### config.mk
export PLATFORM = sky130hd
export DESIGN_NAME = sensor_reply_frame_checker_top
export DESIGN_NICKNAME = d
export VERILOG_FILES = /design/src/hw/rtl/srfc_pkg.sv /design/src/hw/rtl/srfc_front.sv /design/src/hw/rtl/srfc_queue.sv /design/src/hw/rtl/srfc_back.sv /design/src/hw/rtl/sensor_reply_frame_checker_top.sv
export SDC_FILE = /design/constraint.sdc
export NUM_CORES = 1
export LEC_CHECK = 0
export BUFFER_PORTS_ARGS = -buffer_cell sky130_fd_sc_hd__buf_2
export CAP_MARGIN = 0
export CELL_PAD_IN_SITES_DETAIL_PLACEMENT = 1
export CELL_PAD_IN_SITES_GLOBAL_PLACEMENT = 1
export CORE_ASPECT_RATIO = 2
export CORE_MARGIN = 2
export CORE_UTILIZATION = 45
export CTS_CLUSTER_SIZE = 14
export DETAILED_ROUTE_END_ITERATION = 8
export PLACE_DENSITY = 0.86
export SLEW_MARGIN = 10
export SYNTH_ARGS = -nofsm -noshare
export SYNTH_HDL_FRONTEND = slang
export SYNTH_SLANG_ARGS = --single-unit
### constraint.sdc
create_clock -name i_clk -period 3.1 [get_ports i_clk]
set_input_delay 0.31 -clock i_clk [delete_from_list [all_inputs] [get_ports i_clk]]
set_output_delay 0.31 -clock i_clk [all_outputs]
set_load 0.01 [all_outputs]
### src/hw/rtl/srfc_pkg.sv
// Shared types, constants and the CRC-16 byte update for the sensor reply frame checker.
package srfc_pkg;

    localparam logic [15:0] CRC_INIT    = 16'hFFFF;
    localparam logic [15:0] CRC_POLY    = 16'hA001;
    localparam logic [7:0]  FUNC_READ   = 8'h03;
    localparam logic [7:0]  REPLY_LEN   = 8'd4;
    localparam logic [15:0] MISSING_RAW = 16'hFFFF;

    localparam int Q_DEPTH = 2;
    localparam int Q_AW    = $clog2(Q_DEPTH);
    localparam int Q_CW    = $clog2(Q_DEPTH + 1);

    localparam logic [2:0] POS_CODE   = 3'd0;
    localparam logic [2:0] POS_LEN    = 3'd1;
    localparam logic [2:0] POS_CRC_LO = 3'd6;
    localparam logic [2:0] POS_CRC_HI = 3'd7;

    typedef enum logic [1:0] {
        ST_OK       = 2'd0,
        ST_BAD_CODE = 2'd1,
        ST_BAD_LEN  = 2'd2,
        ST_BAD_CRC  = 2'd3
    } t_status;

    typedef struct packed {
        logic [7:0] rx_byte;
        logic       frame_start;
    } t_req;

    typedef struct packed {
        t_status            status;
        logic [15:0]        humidity_tenths;
        logic               humidity_valid;
        logic signed [15:0] temperature_tenths;
        logic               temperature_valid;
    } t_rsp;

    typedef struct packed {
        logic        code_ok;
        logic        length_ok;
        logic        crc_ok;
        logic [15:0] raw_humidity;
        logic [15:0] raw_temperature;
    } t_frame_rec;

    typedef struct packed {
        logic full;
        logic empty;
    } t_q_stat;

    function automatic logic [15:0] crc_byte(logic [15:0] crc, logic [7:0] b);
        logic [15:0] c;
        c = crc ^ {8'h00, b};
        for (int i = 0; i < 8; i++) begin
            if (c[0]) begin
                c = (c >> 1) ^ CRC_POLY;
            end else begin
                c = c >> 1;
            end
        end
        return c;
    endfunction

endpackage

### src/hw/rtl/srfc_front.sv
// Front end: accepts reply bytes, tracks position, runs the CRC and builds frame records.
module srfc_front (
    input  logic                i_clk,
    input  logic                i_rst_n,
    input  logic                i_req_valid,
    input  srfc_pkg::t_req      i_req,
    output logic                o_req_ready,
    input  srfc_pkg::t_q_stat   i_q_stat,
    output logic                o_push,
    output srfc_pkg::t_frame_rec o_rec
);

    logic [2:0]  r_pos, n_pos;
    logic [15:0] r_crc, n_crc;
    logic        r_code_ok, n_code_ok;
    logic        r_len_ok, n_len_ok;
    logic [7:0]  r_payload [4];
    logic [7:0]  r_crc_lo, n_crc_lo;
    logic        payload_we;
    logic [1:0]  payload_idx;
    logic        acc;
    logic [2:0]  pos;
    logic [15:0] crc_in;
    logic [15:0] crc_nx;

    assign o_req_ready = !i_q_stat.full;
    assign acc         = i_req_valid && o_req_ready;
    assign pos         = i_req.frame_start ? srfc_pkg::POS_CODE : r_pos;
    assign crc_in      = (pos == srfc_pkg::POS_CODE) ? srfc_pkg::CRC_INIT : r_crc;
    assign crc_nx      = srfc_pkg::crc_byte(crc_in, i_req.rx_byte);
    assign payload_idx = pos[1:0] + 2'd2;

    always_comb begin
        n_pos      = r_pos;
        n_crc      = r_crc;
        n_code_ok  = r_code_ok;
        n_len_ok   = r_len_ok;
        n_crc_lo   = r_crc_lo;
        payload_we = 1'b0;
        o_push     = 1'b0;
        if (acc) begin
            case (pos)
                srfc_pkg::POS_CODE: begin
                    n_crc     = crc_nx;
                    n_code_ok = (i_req.rx_byte == srfc_pkg::FUNC_READ);
                    n_pos     = srfc_pkg::POS_LEN;
                end
                srfc_pkg::POS_LEN: begin
                    n_crc    = crc_nx;
                    n_len_ok = (i_req.rx_byte == srfc_pkg::REPLY_LEN);
                    n_pos    = pos + 3'd1;
                end
                srfc_pkg::POS_CRC_LO: begin
                    n_crc_lo = i_req.rx_byte;
                    n_pos    = srfc_pkg::POS_CRC_HI;
                end
                srfc_pkg::POS_CRC_HI: begin
                    n_crc  = srfc_pkg::CRC_INIT;
                    n_pos  = srfc_pkg::POS_CODE;
                    o_push = 1'b1;
                end
                default: begin
                    n_crc      = crc_nx;
                    payload_we = 1'b1;
                    n_pos      = pos + 3'd1;
                end
            endcase
        end
    end

    always_comb begin
        o_rec.code_ok         = r_code_ok;
        o_rec.length_ok       = r_len_ok;
        o_rec.crc_ok          = ({i_req.rx_byte, r_crc_lo} == r_crc);
        o_rec.raw_humidity    = {r_payload[0], r_payload[1]};
        o_rec.raw_temperature = {r_payload[2], r_payload[3]};
    end

    always_ff @(posedge i_clk) begin
        if (!i_rst_n) begin
            r_pos     <= srfc_pkg::POS_CODE;
            r_crc     <= srfc_pkg::CRC_INIT;
            r_code_ok <= 1'b0;
            r_len_ok  <= 1'b0;
        end else begin
            r_pos     <= n_pos;
            r_crc     <= n_crc;
            r_code_ok <= n_code_ok;
            r_len_ok  <= n_len_ok;
        end
    end

    always_ff @(posedge i_clk) begin
        r_crc_lo <= n_crc_lo;
        if (payload_we) begin
            r_payload[payload_idx] <= i_req.rx_byte;
        end
    end

`ifndef SYNTHESIS
    a_wrap_to_code: assert property (@(posedge i_clk) disable iff (!i_rst_n)
        (acc && pos == srfc_pkg::POS_CRC_HI) |=> (r_pos == srfc_pkg::POS_CODE
            && r_crc == srfc_pkg::CRC_INIT))
        else $error("position or CRC did not restart after the closing byte");
`endif

endmodule

### src/hw/rtl/srfc_queue.sv
// Short queue of frame records between the front end and the result stage.
module srfc_queue (
    input  logic                 i_clk,
    input  logic                 i_rst_n,
    input  logic                 i_push,
    input  srfc_pkg::t_frame_rec i_rec,
    input  logic                 i_pop,
    output srfc_pkg::t_frame_rec o_rec,
    output srfc_pkg::t_q_stat    o_stat
);

    srfc_pkg::t_frame_rec r_mem [srfc_pkg::Q_DEPTH];
    logic [srfc_pkg::Q_AW-1:0] r_wr_ptr, n_wr_ptr;
    logic [srfc_pkg::Q_AW-1:0] r_rd_ptr, n_rd_ptr;
    logic [srfc_pkg::Q_CW-1:0] r_count, n_count;

    localparam logic [srfc_pkg::Q_AW-1:0] LAST = srfc_pkg::Q_AW'(srfc_pkg::Q_DEPTH - 1);
    localparam logic [srfc_pkg::Q_CW-1:0] FULL = srfc_pkg::Q_CW'(srfc_pkg::Q_DEPTH);

    assign o_stat.full  = (r_count == FULL);
    assign o_stat.empty = (r_count == '0);
    assign o_rec        = r_mem[r_rd_ptr];

    always_comb begin
        n_wr_ptr = r_wr_ptr;
        n_rd_ptr = r_rd_ptr;
        n_count  = r_count;
        if (i_push) begin
            n_wr_ptr = (r_wr_ptr == LAST) ? '0 : r_wr_ptr + 1'b1;
        end
        if (i_pop) begin
            n_rd_ptr = (r_rd_ptr == LAST) ? '0 : r_rd_ptr + 1'b1;
        end
        if (i_push && !i_pop) begin
            n_count = r_count + 1'b1;
        end else if (i_pop && !i_push) begin
            n_count = r_count - 1'b1;
        end
    end

    always_ff @(posedge i_clk) begin
        if (!i_rst_n) begin
            r_wr_ptr <= '0;
            r_rd_ptr <= '0;
            r_count  <= '0;
        end else begin
            r_wr_ptr <= n_wr_ptr;
            r_rd_ptr <= n_rd_ptr;
            r_count  <= n_count;
        end
    end

    always_ff @(posedge i_clk) begin
        if (i_push) begin
            r_mem[r_wr_ptr] <= i_rec;
        end
    end

`ifndef SYNTHESIS
    a_no_push_full: assert property (@(posedge i_clk) disable iff (!i_rst_n)
        o_stat.full |-> !i_push)
        else $error("record pushed into a full queue");
    a_no_pop_empty: assert property (@(posedge i_clk) disable iff (!i_rst_n)
        o_stat.empty |-> !i_pop)
        else $error("record popped from an empty queue");
    a_count_bound: assert property (@(posedge i_clk) disable iff (!i_rst_n)
        i_push && !i_pop |=> r_count == $past(r_count) + 1'b1 && r_count <= FULL)
        else $error("queue count out of step with pushes");
`endif

endmodule

### src/hw/rtl/srfc_back.sv
// Result stage: pops frame records, grades the frame and holds the result for the receiver.
module srfc_back (
    input  logic                 i_clk,
    input  logic                 i_rst_n,
    input  srfc_pkg::t_q_stat    i_q_stat,
    input  srfc_pkg::t_frame_rec i_rec,
    output logic                 o_pop,
    output logic                 o_rsp_valid,
    input  logic                 i_rsp_ready,
    output srfc_pkg::t_rsp       o_rsp
);

    logic           r_valid, n_valid;
    srfc_pkg::t_rsp r_rsp, n_rsp;
    logic           hv, tv;
    logic [15:0]    temp;

    assign o_pop       = !i_q_stat.empty && (!r_valid || i_rsp_ready);
    assign o_rsp_valid = r_valid;
    assign o_rsp       = r_rsp;

    always_comb begin
        n_rsp = r_rsp;
        if (!i_rec.code_ok) begin
            n_rsp.status = srfc_pkg::ST_BAD_CODE;
        end else if (!i_rec.length_ok) begin
            n_rsp.status = srfc_pkg::ST_BAD_LEN;
        end else if (!i_rec.crc_ok) begin
            n_rsp.status = srfc_pkg::ST_BAD_CRC;
        end else begin
            n_rsp.status = srfc_pkg::ST_OK;
        end
        hv = (n_rsp.status == srfc_pkg::ST_OK)
            && (i_rec.raw_humidity != srfc_pkg::MISSING_RAW);
        tv = (n_rsp.status == srfc_pkg::ST_OK)
            && (i_rec.raw_temperature != srfc_pkg::MISSING_RAW);
        if (i_rec.raw_temperature[15]) begin
            temp = 16'd0 - {1'b0, i_rec.raw_temperature[14:0]};
        end else begin
            temp = i_rec.raw_temperature;
        end
        n_rsp.humidity_tenths    = hv ? i_rec.raw_humidity : 16'd0;
        n_rsp.humidity_valid     = hv;
        n_rsp.temperature_tenths = tv ? signed'(temp) : 16'sd0;
        n_rsp.temperature_valid  = tv;
    end

    always_comb begin
        n_valid = r_valid;
        if (o_pop) begin
            n_valid = 1'b1;
        end else if (i_rsp_ready) begin
            n_valid = 1'b0;
        end
    end

    always_ff @(posedge i_clk) begin
        if (!i_rst_n) begin
            r_valid <= 1'b0;
        end else begin
            r_valid <= n_valid;
        end
    end

    always_ff @(posedge i_clk) begin
        if (o_pop) begin
            r_rsp <= n_rsp;
        end
    end

endmodule

### src/hw/rtl/sensor_reply_frame_checker_top.sv
// Top level of the sensor reply frame checker: front end, record queue and result stage.
//
// Usage:
//   Request channel (i_req_valid / o_req_ready / i_req) carries one reply byte per
//   request: function code, length, humidity high/low, temperature high/low,
//   CRC low, CRC high. frame_start marks a byte as the function code of a new reply.
//   Response channel (o_rsp_valid / i_rsp_ready / o_rsp) carries one result per
//   eight-byte reply: status, humidity and temperature in tenths with valid flags.
//   Throughput: one request per cycle while o_req_ready is high; the CRC-16 byte
//   update and the compares of the front end complete in the accepting cycle.
//   Result path: the record of the closing CRC byte is written into the queue,
//   then popped into the output register and held there until taken.
//   Stall: while the receiver holds i_rsp_ready low, finished records wait in a
//   two-entry queue; o_req_ready drops only once that queue is full.
//   Reset (i_rst_n low, synchronous): byte position to the function code, CRC to
//   its initial value, queue and output register empty.
module sensor_reply_frame_checker_top (
    input  logic            i_clk,
    input  logic            i_rst_n,
    input  logic            i_req_valid,
    output logic            o_req_ready,
    input  srfc_pkg::t_req  i_req,
    output logic            o_rsp_valid,
    input  logic            i_rsp_ready,
    output srfc_pkg::t_rsp  o_rsp
);

    srfc_pkg::t_q_stat    q_stat;
    srfc_pkg::t_frame_rec push_rec;
    srfc_pkg::t_frame_rec pop_rec;
    logic                 push;
    logic                 pop;

    srfc_front u_front (
        .i_clk       (i_clk),
        .i_rst_n     (i_rst_n),
        .i_req_valid (i_req_valid),
        .i_req       (i_req),
        .o_req_ready (o_req_ready),
        .i_q_stat    (q_stat),
        .o_push      (push),
        .o_rec       (push_rec)
    );

    srfc_queue u_queue (
        .i_clk   (i_clk),
        .i_rst_n (i_rst_n),
        .i_push  (push),
        .i_rec   (push_rec),
        .i_pop   (pop),
        .o_rec   (pop_rec),
        .o_stat  (q_stat)
    );

    srfc_back u_back (
        .i_clk       (i_clk),
        .i_rst_n     (i_rst_n),
        .i_q_stat    (q_stat),
        .i_rec       (pop_rec),
        .o_pop       (pop),
        .o_rsp_valid (o_rsp_valid),
        .i_rsp_ready (i_rsp_ready),
        .o_rsp       (o_rsp)
    );

endmodule
==> metrics.cfg <==
[outcome]
status = complete, no violations

[timing]
finalHoldViolations = 0
tns_ns = 0
fin_ws_ns = 0.492
slew_headroom_pct = 54.0
tightest_slew_ns = 0.671
fmax_mhz = 383
setup_viol = 0
fin_skew_ns = 0.0106
fin_crit_sh_pct = 84.1
drv_slew = 0
fin_hold_ws_ns = 0.274
rsz0062_at_grt = false
period_needed_ns = 2.61

[route]
via_per_inst = 5.59
post_drt_wl_per_cell_um = 21.4
dr_total_vias = 4486
drt_iter0_drc = 187
drc = 0
drt-pass1-iter-count = 4
drt-total-wl_mm = 17.1
ant_nets = 0

[critical_path]
crit_family = simple AND/OR/NAND/NOR gates
worstPathMaxFanout = 61
crit_path_max_incr_delay_ns = 0.41
path_cells = buf_12, nor3b_1, o21ai_0, or2_1, or2_2, o21ai_1, xor2_1, nor2_1
r2r_cells = 8
slowest_stage = dfxtp_2
critPathArrivalTime_ns = 2.75
cp.depth = 8
cp-end-kind = register
crit_type = reg2reg
required_ns = 3.25
cp.buffers_inverters = 1
r2r_slack_ns = 0.49
cp-start-kind = register

[cts]
postCtsSetupRepairBufs = 0
numCtsBuffers = 17
htree_levels = 4
hold_buffers = 0
cts_sinks = 173
clk_path_buf_depth = 2
cts_root_buf = clkbuf_16
ctsResizeCount = 0
clkTransAtPathRegs_ns = 0.07
worstSkewPairLatency_ns = 0.42
cts_tree = built

[global_routing]
grt.total_usage_pct = 20.7
grt_pass1_wl_mm = 26.6
globalRouteOverflowTotal = 0
grt_start_max_net_pins = 62
grt_pass1_vias = 4991
grt_antenna_before_repair = 0

[place]
placed_cell_area_mm2 = 0.00774
place_congestion = 0.878
post-dp-hpwl_mm = 11.9
placed_cells = 770
post-place-ws_ns = 0.614
numPortBuffers = 50

[finish]
layout_commonest_cell = edfxtp_1
antennaDiodeCount = 0
drive_gt1_share_pct = 16.6
fin_util_pct = 52.3
design_area_mm2 = 0.00829
nets = 609
final_cell_mix = edfxtp_1, nor2_1, xnor2_1
nFillCells = 1630
stdcell_count = 802
synthToLayoutAreaGrowth_pct = 13.8

[floorplan]
die-width_um = 94.0
fp-row-count = 65
dieArea_mm2 = 0.0173
io_pins = 51
start_util_pct = 46.0
core_mm2 = 0.0159
die_h_um = 184

[synth]
synth_seq_area_share_pct = 67.5
syn_avg_cell_area_um2 = 13.6
postSynthCellCount = 538
async_reset_ff_share_pct = 0
syn_area_mm2 = 0.00729
yosysUniqueCellTypes = 53
ys_ff_latch = 173
yosysWarnings = 0
synth_edf_count = 146
synth_nets = 559
synth_flop_cell = edfxtp_1

[min_path]
hold_path_depth = 1
min_path_type = in2reg

[pwr]
p_comb_share_pct = 23.5
power.switching_mw = 1.93
p_leak_nw = 2.88
seq_power_share_pct = 45.3
swShare_pct = 29.5
worst_ir_drop_vdd_uv = 381
p_per_area_mw_per_mm2 = 790
intPower_mw = 4.62
power.share.clock_pct = 31.2
p_total_mw = 6.55

[job]
maxCapViolations = 0

-- state kept, by name, summed over array words and instances, names as in the netlist, named ones only --
name and cells:
u_front.r_code_ok 1, u_front.r_pos 3, u_queue.r_wr_ptr 1, u_queue.r_rd_ptr 1
u_front.r_payload 32, u_front.r_crc 16, u_back.o_rsp_valid 1, u_back.o_rsp 36
u_front.r_crc_lo 8, u_queue.r_count 2, u_front.r_len_ok 1, u_queue.r_mem 70
-- cell families after synthesis --
logic type | Yosys count | synth area share (%)
AND/OR/NAND/NOR | 169 | 11.3
buffers and inverters | 37 | 2.33
multiplexers | 27 | 4.17
XOR/XNOR | 62 | 7.76
AO/OA/AOI/OAI | 62 | 5.49
adder cells (fa/ha/maj) | 8 | 1.37
flip-flops | 173 | 67.5
-- power by group through the flow --
| stage | clock network (mW) | registers (mW) | logic [mW] |
|---|---|---|---|
| final | 2.05 | 2.97 | 1.54 |
| after global routing | 2.14 | 3.00 | 1.67 |
| after CTS | 2.07 | 2.97 | 1.54 |
| after detailed placement | 0 | 3.02 | 1.52 |
| after global placement | 0 | 3.00 | 1.44 |
| after floorplan | 0 | 3.09 | 1.00 |
-- synthesized netlist by cell type (all sizes together) (11+ instances only) --
master	count	area share (%)
xnor2	52	6.3
edfxtp	146	60
nand3	13	0.96
nand4	11	0.94
nand2	39	2.0
dfxtp	27	7.4
a21oi	14	0.96
o22ai	15	1.3
nor2	54	2.8
clkbuf	13	0.72
inv	12	0.62
o21ai	18	1.2
buf	12	1.0
mux2i	23	3.6
-- layer usage --
metal / vias up / GRT usage [%] / wire [um]
li1: 2046 / - / -
met1: 2237 / 19.1 / 5880
met2: 136 / 39.7 / 9740
met3: 67 / 4.39 / 506
met4: 0 / 12.3 / 1000
met5: - / 0 / 0
-- final timing paths --
| kind | startpoint | to |
|---|---|---|
| worst max-delay path | register | u_back.o_rsp[13] |
| worst min-delay path | i_req[4] | u_front.r_payload[2][3] |
| worst max register to register | register | u_back.o_rsp[13] |
| worst min register to register | u_front.r_payload[1][5] | u_queue.r_mem[1][21] |
-- worst register-to-register path, cell delays in order (launching register included) --
cell and delay, ns:
dfxtp_2 0.41, buf_12 0.33, nor3b_1 0.29, o21ai_0 0.18, or2_1 0.36, or2_2 0.35
o21ai_1 0.18, xor2_1 0.19, nor2_1 0.05
-- final cells by class --
cell class | count | area [um^2] | area share, %
inverter | 12 | 45.0 | 0.543
tap | 201 | 251 | 3.03
timing repair buffer | 56 | 308 | 3.71
sequential | 173 | 4930 | 59.4
clock inverter | 11 | 118 | 1.42
clock buffer | 21 | 440 | 5.31
multi-input combinational | 328 | 2210 | 26.6
Power figures use the tool's default switching activity.
